$ cat src/rtl/kht_pkg.sv
// Shared types and codes for the key-to-id hash table.
package kht_pkg;

    localparam logic [1:0] CMD_INSERT = 2'd0;
    localparam logic [1:0] CMD_LOOKUP = 2'd1;
    localparam logic [1:0] CMD_CLEAR  = 2'd2;

    localparam logic [2:0] ST_FOUND    = 3'd0;
    localparam logic [2:0] ST_INSERTED = 3'd1;
    localparam logic [2:0] ST_NOTFOUND = 3'd2;
    localparam logic [2:0] ST_FULL     = 3'd3;
    localparam logic [2:0] ST_CLEARED  = 3'd4;

    localparam int KEY_W    = 32;
    localparam int ID_W     = 10;
    localparam int STATUS_W = 3;

    typedef struct packed {
        logic       load;
        logic       sweep_wr;
        logic       mod_step;
        logic       head_rd;
        logic       node_rd_head;
        logic       node_rd_next;
        logic       tail_set;
        logic       tail_clr;
        logic       wr_new;
        logic       wr_link;
        logic       clr_next;
        logic       out_load;
        logic [2:0] out_status;
    } ctl_cmd_t;

    typedef struct packed {
        logic [1:0] cmd_code;
        logic       sweep_done;
        logic       mod_done;
        logic       head_ok;
        logic       node_in_bkt;
        logic       key_match;
        logic       next_ok;
        logic       full;
        logic       out_busy;
    } dp_stat_t;

endpackage

$ cat src/rtl/kht_ctrl.sv
// Controller state machine: sequences the reset sweep, hashing, chain walk, insert, clear and result.
module kht_ctrl (
    input  logic              aclk,
    input  logic              aresetn,
    input  logic              s_tvalid,
    output logic              s_tready,
    input  kht_pkg::dp_stat_t stat,
    output kht_pkg::ctl_cmd_t cmd
);

    localparam logic [3:0] S_SWEEP = 4'd0;
    localparam logic [3:0] S_IDLE  = 4'd1;
    localparam logic [3:0] S_MOD   = 4'd2;
    localparam logic [3:0] S_HRD   = 4'd3;
    localparam logic [3:0] S_HWT   = 4'd4;
    localparam logic [3:0] S_NWT   = 4'd5;
    localparam logic [3:0] S_INS1  = 4'd6;
    localparam logic [3:0] S_INS2  = 4'd7;
    localparam logic [3:0] S_CLR   = 4'd8;
    localparam logic [3:0] S_OUT   = 4'd9;

    logic [3:0] state_reg, state_next;
    logic [2:0] res_reg, res_next;

    always_ff @(posedge aclk) begin
        if (!aresetn) begin
            state_reg <= S_SWEEP;
        end else begin
            state_reg <= state_next;
        end
        res_reg <= res_next;
    end

    assign s_tready = (state_reg == S_IDLE);

    always_comb begin
        logic [2:0] miss_status;
        miss_status = (stat.cmd_code != kht_pkg::CMD_INSERT) ? kht_pkg::ST_NOTFOUND :
                      stat.full ? kht_pkg::ST_FULL : kht_pkg::ST_INSERTED;
        state_next = state_reg;
        res_next   = res_reg;
        cmd        = '0;
        cmd.out_status = res_reg;
        case (state_reg)
            S_SWEEP: begin
                cmd.sweep_wr = 1'b1;
                if (stat.sweep_done) begin
                    state_next = S_IDLE;
                end
            end
            S_IDLE: begin
                if (s_tvalid) begin
                    cmd.load   = 1'b1;
                    state_next = S_MOD;
                end
            end
            S_MOD: begin
                if (stat.cmd_code == kht_pkg::CMD_CLEAR) begin
                    state_next = S_CLR;
                end else begin
                    cmd.mod_step = 1'b1;
                    if (stat.mod_done) begin
                        state_next = S_HRD;
                    end
                end
            end
            S_HRD: begin
                cmd.head_rd = 1'b1;
                state_next  = S_HWT;
            end
            S_HWT: begin
                if (stat.head_ok) begin
                    cmd.node_rd_head = 1'b1;
                    state_next       = S_NWT;
                end else begin
                    cmd.tail_clr = 1'b1;
                    res_next     = miss_status;
                    state_next   = (miss_status == kht_pkg::ST_INSERTED) ? S_INS1 : S_OUT;
                end
            end
            S_NWT: begin
                if (!stat.node_in_bkt) begin
                    cmd.tail_clr = 1'b1;
                    res_next     = miss_status;
                    state_next   = (miss_status == kht_pkg::ST_INSERTED) ? S_INS1 : S_OUT;
                end else if (stat.key_match) begin
                    res_next   = kht_pkg::ST_FOUND;
                    state_next = S_OUT;
                end else begin
                    cmd.tail_set = 1'b1;
                    if (stat.next_ok) begin
                        cmd.node_rd_next = 1'b1;
                    end else begin
                        res_next   = miss_status;
                        state_next = (miss_status == kht_pkg::ST_INSERTED) ? S_INS1 : S_OUT;
                    end
                end
            end
            S_INS1: begin
                cmd.wr_new = 1'b1;
                state_next = S_INS2;
            end
            S_INS2: begin
                cmd.wr_link = 1'b1;
                state_next  = S_OUT;
            end
            S_CLR: begin
                cmd.clr_next = 1'b1;
                res_next     = kht_pkg::ST_CLEARED;
                state_next   = S_OUT;
            end
            S_OUT: begin
                if (!stat.out_busy) begin
                    cmd.out_load = 1'b1;
                    state_next   = S_IDLE;
                end
            end
            default: begin
                state_next = S_IDLE;
            end
        endcase
    end

endmodule

$ cat config.mk
export PLATFORM = sky130hd
export DESIGN_NAME = kht_ctrl
export DESIGN_NICKNAME = d
export VERILOG_FILES = /design/src/rtl/kht_pkg.sv /design/src/rtl/kht_ctrl.sv
export SDC_FILE = /design/constraint.sdc
export NUM_CORES = 1
export LEC_CHECK = 0
export ABC_AREA = 0
export ABC_CLOCK_PERIOD_IN_PS = 3450
export BUFFER_PORTS_ARGS = -buffer_cell sky130_fd_sc_hd__clkbuf_2
export CORE_UTILIZATION = 45
export CTS_BUF_LIST = sky130_fd_sc_hd__clkbuf_8
export CTS_CLUSTER_SIZE = 30
export DETAILED_ROUTE_END_ITERATION = 16
export GPL_ROUTABILITY_DRIVEN = 0
export PLACE_DENSITY = 0.78
export SYNTH_ARGS = -nofsm -noshare
export SYNTH_HDL_FRONTEND = slang
export SYNTH_SLANG_ARGS = --single-unit
$ cat constraint.sdc
create_clock -name aclk -period 3.45 [get_ports aclk]
set_clock_uncertainty 0.1 [all_clocks]
set_input_delay 0.69 -clock aclk [delete_from_list [all_inputs] [get_ports aclk]]
set_output_delay 0.69 -clock aclk [all_outputs]
set_load 0.03 [all_outputs]
==> flow_summary_export.csv, run 1 <==
group,metric,value,unit
global_route,initial_antenna_violation_count,0,
global_route,grt_start_max_net_pins,19,
synthesis,seq_area_frac_synth,27.6,%
min_path,holdCritStartpoint,"aresetn",
setup_path,worst-r2r-setup-slack,1.25,ns
floorplan,floorplan.initialDensity,51.9,%
layout,fillerInstances,114,
setup_path,r2r.worst_path.cells,2,
floorplan,fp.dieW,39.0,µm
timing,layout_worst_path_cycle_share,73.3,%
power,power,254,µW
layout,layoutNonFillerInstCount,119,
setup_path,critPathRequiredTime,2.66,ns
global_route,all_layer_gr_usage,25.3,%
layout,nNetsFinal,119,
setup_path,crit_start_category,"flip-flop",
clocking,cts_root_buf,"sky130_fd_sc_hd__clkbuf_8",
detailed_routing,initialDrtViolationCount,21,
global_route,number_of_global_route_vias_before_repair,590,
floorplan,rows,12,
setup_path,worstPathArrival,1.74,ns
power,p_leak,0.000375,µW
floorplan,die_h,39.0,µm
clocking,setup_repair_bufs_after_cts,0,
setup_path,regToRegStartpoint,"state_reg[3]",
power,power.density_cell_area,320,mW/mm²
detailed_routing,router_iterations_before_antenna_repair,4,
synthesis,count_of_unique_library_cells_instantiated_by_yosys,36,
global_route,grt_first_pass_wirelength,2.58,mm
synthesis,asyncSetResetFlopFracSynth,0,%
global_route,global_route.overflow_total,0,
timing,fmax,396,MHz
clocking,cts_inserted_buffers,3,
synthesis,post_synth_inst_count,79,
detailed_routing,vias,713,
synthesis,leading_register_cell_type_out_of_synthesis,"sky130_fd_sc_hd__dfxtp_1",
layout,flip_flop_count_of_the_largest_register_after_layout,4,
min_path,hold_crit_depth,2,
placed_design,dp.final_hpwl,1.18,mm
timing,finalSetupViolCount,0,
timing,final-max-slew-violation-count,0,
outcome,run_status,"completed",
floorplan,floorplan.die_area,0.00152,mm²
setup_path,peak_fanout_along_the_critical_path,16,
clocking,cts_tree,"done",
layout,drive_above_1_share,31.4,%
placed_design,placedCellCount,115,
clocking,post_cts_hold_buffer_count,0,
clocking,ctsResizeCount,0,
detailed_routing,avgViaCountPerCell,5.99,
timing,final.setup.tns,0,ns
timing,slew_headroom,59.5,%
setup_path,worstSetupStartpoint,"state_reg[3]",
clocking,clkSlewWorstSetupHoldPaths,0.04,ns
floorplan,pin_count,29,
min_path,holdPathEnd,"state_reg[0]",
layout,syn2layout_area_growth,28.9,%
layout,diodes,0,
clocking,clock_tree.htree_level_count,1,
synthesis,syn_nets,92,
floorplan,core_area,0.00119,mm²
timing,transition_time_of_the_tightest_slew_check_pin,0.603,ns
clocking,clock_latency,0.23,ns
synthesis,avgSynthCellArea,7.79,µm²
synthesis,total_number_of_yosys_warnings,0,
timing,grt_setup_unrepaired,"no",
run,timing.max_cap.violations,0,
setup_path,crit_type,"reg -> out",
setup_path,critPathCaptureType,"primary output",
synthesis,synth_enable_flop_cells,3,
timing,final.min_clock_period,2.53,ns
power,worst_ir_drop_vdd,143,µV
synthesis,syn_area,616,µm²
detailed_routing,ant_nets,0,
detailed_routing,routedWlPerCell,13.4,µm
detailed_routing,wl,1.60,mm
min_path,type_of_the_tightest_min_delay_check,"in -> reg",
clocking,cts-root-to-sink-buffers,2,
detailed_routing,drc,0,
timing,hold_fails_final_rpt,0,
placed_design,numPortBuffers,28,
synthesis,synth_seq_cells,7,
clocking,clock_sink_count,7,
setup_path,rr_endpoint,"res_reg[1]",
power breakdown:
group          switching, µW  internal, µW  total, µW
Combinational           24.9          18.1       43.1
Sequential              6.73          88.1       94.8
Clock                   37.5          78.3        116
Total                   69.2           185        254
placed cells by master (no fill, tap or decap), types with 2 or more instances in the layout:
cell,count
sky130_fd_sc_hd__a211oi_1,2
sky130_fd_sc_hd__a21oi_1,5
sky130_fd_sc_hd__and3_1,2
sky130_fd_sc_hd__and4b_1,3
sky130_fd_sc_hd__clkbuf_2,28
sky130_fd_sc_hd__clkbuf_8,3
sky130_fd_sc_hd__dfxtp_1,4
sky130_fd_sc_hd__edfxtp_1,3
sky130_fd_sc_hd__inv_1,3
sky130_fd_sc_hd__nand2_1,4
sky130_fd_sc_hd__nand2b_1,4
sky130_fd_sc_hd__nand3_1,2
sky130_fd_sc_hd__nor2_1,9
sky130_fd_sc_hd__nor2b_1,2
sky130_fd_sc_hd__nor3_1,4
sky130_fd_sc_hd__nor3b_1,2
sky130_fd_sc_hd__o21a_1,2
sky130_fd_sc_hd__o21ai_1,2
sky130_fd_sc_hd__or3_1,2
sky130_fd_sc_hd__or4_1,2
cell families (layout without fill, tap and decap cells):
logic type	count (synthesis)	in the layout	share of synthesized area [%]
and+or+nand+nor	44	44	44.1
AOI/OAI and AO/OA	19	19	22.2
buffers and inverters	9	35	6.10
DFF	7	7	27.6
synth_stat cells, types with 2 or more instances:
cell type / count / area (µm²)
sky130_fd_sc_hd__nor3b_1: 2 / 15.0
sky130_fd_sc_hd__dfxtp_1: 4 / 80.1
sky130_fd_sc_hd__and3_1: 2 / 12.5
sky130_fd_sc_hd__a211oi_1: 2 / 15.0
sky130_fd_sc_hd__inv_1: 3 / 11.3
sky130_fd_sc_hd__o21ai_1: 2 / 10.0
sky130_fd_sc_hd__nand2_1: 4 / 15.0
sky130_fd_sc_hd__a21oi_1: 5 / 25.0
sky130_fd_sc_hd__o21a_1: 2 / 15.0
sky130_fd_sc_hd__or4_1: 2 / 15.0
sky130_fd_sc_hd__nor3_1: 4 / 20.0
sky130_fd_sc_hd__edfxtp_1: 3 / 90.1
sky130_fd_sc_hd__or3_1: 2 / 12.5
sky130_fd_sc_hd__nor2_1: 9 / 33.8
sky130_fd_sc_hd__and4b_1: 3 / 30.0
sky130_fd_sc_hd__nand3_1: 2 / 10.0
sky130_fd_sc_hd__clkbuf_1: 5 / 18.8
sky130_fd_sc_hd__nand2b_1: 4 / 25.0
sky130_fd_sc_hd__nor2b_1: 2 / 12.5
how the worst max path moves through the flow:
| stage | to | slack, ns |
|---|---|---|
| 5_1_grt | cmd[12] | 0.83 |
| 4_1_cts | cmd[12] | 0.95 |
| 6_report | cmd[4] | 0.92 |
| 3_3_place_gp | cmd[9] | 1.17 |
| 2_1_floorplan | cmd[3] | 0.92 |
| 3_5_place_dp | cmd[9] | 1.16 |
area by class of cell:
cell class / instances / area [µm²] / share of cell area [%]
Multi-Input combinational cell: 63 / 408 / 51.4
Sequential cell: 7 / 170 / 21.5
Timing Repair Buffer: 28 / 140 / 17.7
Clock buffer: 3 / 41.3 / 5.21
Tap cell: 14 / 17.5 / 2.21
Inverter: 3 / 11.3 / 1.42
Clock inverter: 1 / 5.00 / 0.631
critical path: stages (launching register included):
cell                       delay (ns)
sky130_fd_sc_hd__dfxtp_1         0.62
sky130_fd_sc_hd__or4b_1          0.57
sky130_fd_sc_hd__inv_1           0.11
sky130_fd_sc_hd__clkbuf_2        0.20
metal layers:
layer	wire (µm)	GRT usage, %	share of wire [%]
met4	10	12.9	0.63
met2	766	44.2	48
met3	86	3.47	5.4
met5	0	0	0
met1	732	29.4	46
through the flow:
step                setup slack (ns)  hold slack, ns  util, %  cell area (µm²)
floorplan                      0.916           0.593        -              616
global placement                1.17           0.706     63.0              747
detailed placement              1.16           0.713     63.0              747
CTS                            0.950           0.628     66.9              793
global route                   0.831           0.653     66.9              793
finish                         0.922           0.633     66.9              793
Power figures use the tool's default switching activity.
==> run 2, diff against run 1 <==
- ABC_CLOCK_PERIOD_IN_PS: 3450 -> 2600
- clock period: 3.45 -> 2.6 ns (I/O delays scaled with it)
==> run 2 against run 1 <==
Net effect: cell count increased by 0.84%; clock-buffer cell count unchanged; combinational power increased by 37%; non-clock buffer count increased by 1.
==> flow_summary_export.csv, run 2 (synthesized netlist as in run 1, its figures left out) <==
group,metric,value,unit
clocking,setup_repair_bufs_after_cts,0,
timing,hold_fails_final_rpt,0,
floorplan,fp.dieW,39.0,µm
global_route,number_of_global_route_vias_before_repair,606,
setup_path,critPathRequiredTime,1.98,ns
outcome,run_status,"completed",
timing,transition_time_of_the_tightest_slew_check_pin,0.499,ns
timing,final.setup.tns,0,ns
global_route,grt_first_pass_wirelength,2.55,mm
power,worst_ir_drop_vdd,171,µV
setup_path,worstSetupEndpoint,"cmd[4]",
global_route,all_layer_gr_usage,25.8,%
layout,nNetsFinal,120,
detailed_routing,ant_nets,0,
timing,final.min_clock_period,2.34,ns
placed_design,dp.final_hpwl,1.24,mm
setup_path,rr_endpoint,"state_reg[3]",
timing,fmax,428,MHz
clocking,cts_root_buf,"sky130_fd_sc_hd__clkbuf_8",
min_path,type_of_the_tightest_min_delay_check,"in -> reg",
clocking,cts-root-to-sink-buffers,2,
run,timing.max_cap.violations,0,
placed_design,placedCellCount,116,
layout,flip_flop_count_of_the_largest_register_after_layout,4,
layout,layoutNonFillerInstCount,120,
placed_design,numPortBuffers,28,
detailed_routing,vias,709,
setup_path,crit_start_category,"flip-flop",
global_route,initial_antenna_violation_count,0,
timing,final-max-slew-violation-count,0,
setup_path,critPathCaptureType,"primary output",
clocking,clock_latency,0.23,ns
detailed_routing,routedWlPerCell,13.7,µm
setup_path,crit_type,"reg -> out",
clocking,cts_tree,"done",
setup_path,r2r.worst_path.cells,4,
layout,drive_above_1_share,31.1,%
floorplan,core_area,0.00119,mm²
layout,most_common_library_cell_in_the_layout_ignoring_fill_and_taps,"sky130_fd_sc_hd__clkbuf_2",
clocking,clkSlewWorstSetupHoldPaths,0.04,ns
clocking,clock_sink_count,7,
timing,finalSetupViolCount,0,
power,p_leak,0.000382,µW
floorplan,die_h,39.0,µm
global_route,grt_start_max_net_pins,19,
layout,most-common-layout-cells,"sky130_fd_sc_hd__clkbuf_2, sky130_fd_sc_hd__nor2_1, sky130_fd_sc_hd__a21oi_1",
timing,slew_headroom,65.9,%
timing,layout_worst_path_cycle_share,89.8,%
setup_path,worstPathArrival,1.72,ns
clocking,ctsResizeCount,0,
detailed_routing,initialDrtViolationCount,15,
setup_path,worstSetupStartpoint,"state_reg[3]",
setup_path,worst-r2r-setup-slack,0.51,ns
floorplan,floorplan.die_area,0.00152,mm²
timing,grt_setup_unrepaired,"no",
setup_path,regToRegStartpoint,"state_reg[1]",
setup_path,peak_fanout_along_the_critical_path,16,
detailed_routing,wl,1.64,mm
clocking,clock_tree.htree_level_count,1,
clocking,post_cts_hold_buffer_count,0,
layout,diodes,0,
clocking,cts_inserted_buffers,3,
layout,syn2layout_area_growth,29.9,%
detailed_routing,router_iterations_before_antenna_repair,4,
power,power.density_cell_area,416,mW/mm²
floorplan,pin_count,29,
floorplan,rows,12,
detailed_routing,drc,0,
global_route,global_route.overflow_total,0,
detailed_routing,avgViaCountPerCell,5.91,
floorplan,floorplan.initialDensity,51.9,%
power,power,333,µW
run 2: changes by cell type in the layout (fill, tap and decap cells not counted), sizes merged:
cell | before | now
clkinv | 1 | 0
buf | 0 | 1
inv | 3 | 4
run 2: metrics by stage:
stage	setup WS [ns]	instance area, µm²	util, %	hold WS (ns)
after floorplan	0.250	616	-	0.538
after global placement	0.534	754	63.6	0.704
after detailed placement	0.513	754	63.6	0.712
after CTS	0.285	800	67.4	0.479
after global routing	0.162	800	67.4	0.492
final	0.264	800	67.4	0.481
run 2: layout make-up:
| class | instances | area (µm²) |
|---|---|---|
| multi-input cells | 63 | 408 |
| fillers | 111 | 387 |
| flip-flops and latches | 7 | 170 |
| repair buffers | 29 | 148 |
| clock buffers | 3 | 41.3 |
| well taps | 14 | 17.5 |
| inverters | 3 | 11.3 |
| clock inverters | 1 | 3.75 |
run 2: worst min-delay path by stage:
stage             from      endpoint  slack [ns]  cells after the start
3_3_place_gp   aresetn  state_reg[2]        0.70                      2
4_1_cts        aresetn  state_reg[2]        0.48                      2
5_1_grt        aresetn  state_reg[0]        0.49                      2
3_5_place_dp   stat[6]  state_reg[1]        0.71                      3
2_1_floorplan  aresetn  state_reg[2]        0.54                      1
6_report       stat[6]  state_reg[1]        0.48                      3
run 2: layer usage:
metal | track usage (%) | vias to the layer above | wire length [µm]
met4 | 21.6 | 0 | 63
met3 | 2.89 | 6 | 108
li1 | - | 358 | -
met5 | 0 | - | 0
met2 | 43.3 | 33 | 788
met1 | 28.4 | 312 | 679
run 2: critical path, cell delays in order (launching register included):
cell and delay, ns:
sky130_fd_sc_hd__dfxtp_1 0.61, sky130_fd_sc_hd__or4b_1 0.56, sky130_fd_sc_hd__inv_1 0.11, sky130_fd_sc_hd__clkbuf_2 0.20
run 2: where the power goes:
group	switching, µW	total [µW]	internal (µW)
Sequential	8.29	125	117
Clock	46.3	148	102
Combinational	34.4	59.1	24.7
Total	88.9	333	244
==> run 3, diff against run 2 <==
- ABC_CLOCK_PERIOD_IN_PS: 2600 -> 3000
- clock period: 2.6 -> 3 ns (I/O delays scaled with it)
==> run 3 against run 2 <==
Net effect: clock-buffer cell count did not move; non-clock buffer count decreased by 1; worst hold slack improved by 0.074 ns; flip-flop and latch count did not move; routed wire length fell by 6.8%; global-route usage shrank 1.6 points; via count increased by 1.1%; final area down 0.94%; clock power down 11%; utilization decreased by 0.63 points; critical endpoint is now cmd[12]; largest power group unchanged.
==> flow_summary_export.csv, run 3 (synthesized netlist as in run 1, its figures left out) <==
group,metric,value,unit
floorplan,die_h,39.0,µm
timing,fmax,414,MHz
placed_design,placedInstanceArea,747,µm²
detailed_routing,router_iterations_before_antenna_repair,4,
clocking,cts_tree,"done",
floorplan,pin_count,29,
clocking,clkSlewWorstSetupHoldPaths,0.04,ns
layout,layout.cell_area.non_filler,792,µm²
setup_path,r2r.worst_path.cells,4,
layout,flip_flop_count_of_the_largest_register_after_layout,4,
floorplan,floorplan.initialDensity,51.9,%
setup_path,critPathRequiredTime,2.30,ns
power,power,290,µW
clocking,setup_repair_bufs_after_cts,0,
timing,slew_headroom,61.2,%
setup_path,worstPathArrival,1.71,ns
placed_design,dp.final_hpwl,1.17,mm
timing,finalSetupViolCount,0,
clocking,clock_sink_count,7,
timing,transition_time_of_the_tightest_slew_check_pin,0.578,ns
setup_path,peak_fanout_along_the_critical_path,17,
detailed_routing,vias,717,
timing,grt_setup_unrepaired,"no",
timing,final.min_clock_period,2.41,ns
global_route,all_layer_gr_usage,24.2,%
outcome,run_status,"completed",
setup_path,critPathBufInv,1,
clocking,clock_latency,0.23,ns
setup_path,critPathSlowestCell,"sky130_fd_sc_hd__dfxtp_1",
global_route,initial_antenna_violation_count,0,
layout,drive_above_1_share,30.5,%
global_route,grt_first_pass_wirelength,2.40,mm
layout,final_core_util,66.8,%
setup_path,cpLargestDelayFamily,"simple AND/OR/NAND/NOR gates",
timing,hold_fails_final_rpt,0,
power,power.density_cell_area,366,mW/mm²
setup_path,crit_type,"reg -> out",
clocking,ctsResizeCount,0,
setup_path,crit_path_cell_trace,"or4b_4 -> nor2_1 -> clkbuf_2",
clocking,post_cts_hold_buffer_count,0,
setup_path,rr_endpoint,"state_reg[3]",
detailed_routing,wl,1.53,mm
timing,layout_worst_path_cycle_share,80.4,%
clocking,clock_tree.htree_level_count,1,
setup_path,regToRegStartpoint,"state_reg[1]",
detailed_routing,initialDrtViolationCount,15,
layout,most_common_library_cell_in_the_layout_ignoring_fill_and_taps,"sky130_fd_sc_hd__clkbuf_2",
layout,most-common-layout-cells,"sky130_fd_sc_hd__clkbuf_2, sky130_fd_sc_hd__nor2_1, sky130_fd_sc_hd__a21oi_1",
floorplan,rows,12,
min_path,type_of_the_tightest_min_delay_check,"in -> reg",
layout,nNetsFinal,119,
setup_path,critical_path_stages,3,
detailed_routing,routedWlPerCell,12.8,µm
global_route,global_route.overflow_total,0,
layout,fillerInstances,105,
setup_path,timing.critical_path.slowest_cell_delay,0.63,ns
detailed_routing,ant_nets,0,
setup_path,worstSetupEndpoint,"cmd[12]",
timing,fin_hold_ws,0.554,ns
timing,final-max-slew-violation-count,0,
global_route,number_of_global_route_vias_before_repair,548,
floorplan,fp.dieW,39.0,µm
timing,final.setup.tns,0,ns
global_route,grt_start_max_net_pins,19,
clocking,cts-root-to-sink-buffers,2,
detailed_routing,drc,0,
setup_path,worst-r2r-setup-slack,0.85,ns
power,worst_ir_drop_vdd,166,µV
setup_path,critPathCaptureType,"primary output",
setup_path,worstSetupStartpoint,"state_reg[1]",
layout,syn2layout_area_growth,28.7,%
layout,diodes,0,
clocking,cts_root_buf,"sky130_fd_sc_hd__clkbuf_8",
setup_path,crit_start_category,"flip-flop",
run,timing.max_cap.violations,0,
clocking,cts_inserted_buffers,3,
floorplan,floorplan.die_area,0.00152,mm²
power,p_leak,0.000377,µW
detailed_routing,avgViaCountPerCell,6.03,
placed_design,numPortBuffers,28,
floorplan,core_area,0.00119,mm²
-- run 3: cell count changes in the layout (fill, tap and decap cells not counted) --
cell,previous run,this run
sky130_fd_sc_hd__buf_4,1,0
-- run 3: metrics by stage --
stage	instances	setup WS, ns
final	119	0.587
after CTS	119	0.575
after floorplan	79	0.570
after global routing	119	0.507
after detailed placement	115	0.810
after global placement	115	0.837
-- run 3: worst register-to-register path, delay by kind of cell (launching register included) --
| family | cells | cell delay (ns) |
|---|---|---|
| AOI/OAI and AO/OA | 2 | 0.56 |
| DFF | 1 | 0.63 |
| and+or+nand+nor | 2 | 0.74 |
-- run 3: layer usage --
metal	routed length, µm	GRT usage [%]	up-vias	share of wire, %
met1	683	30.4	331	45
met5	0	0	-	0
met3	91	1.73	7	6.0
met4	63	22.4	0	4.1
li1	-	-	352	-
met2	689	35.8	27	45
-- run 3: cell type report --
cell class	count	area, µm²	share of cell area (%)
multi-input cells	63	408	51.5
clock buffers	3	41.3	5.21
clock inverters	1	3.75	0.474
inverters	3	11.3	1.42
flip-flops and latches	7	170	21.5
well taps	14	17.5	2.21
repair buffers	28	140	17.7
-- run 3: where the power goes --
| part | internal [µW] | switching, µW | leakage (µW) |
|---|---|---|---|
| clock | 88.5 | 42.2 | 0.0000269 |
| sequential | 101 | 7.36 | 0.0000595 |
| combinational | 20.9 | 29.4 | 0.000290 |
| total | 211 | 79.0 | 0.000377 |
-- run 3: worst min-delay path by stage --
stage / startpoint / depth (start not counted) / to
after floorplan: state_reg[3] / 3 / state_reg[1]
after global placement: state_reg[3] / 3 / res_reg[1]
after detailed placement: state_reg[3] / 3 / res_reg[1]
after CTS: stat[6] / 3 / state_reg[1]
after global routing: aresetn / 2 / state_reg[0]
final: stat[6] / 3 / state_reg[1]
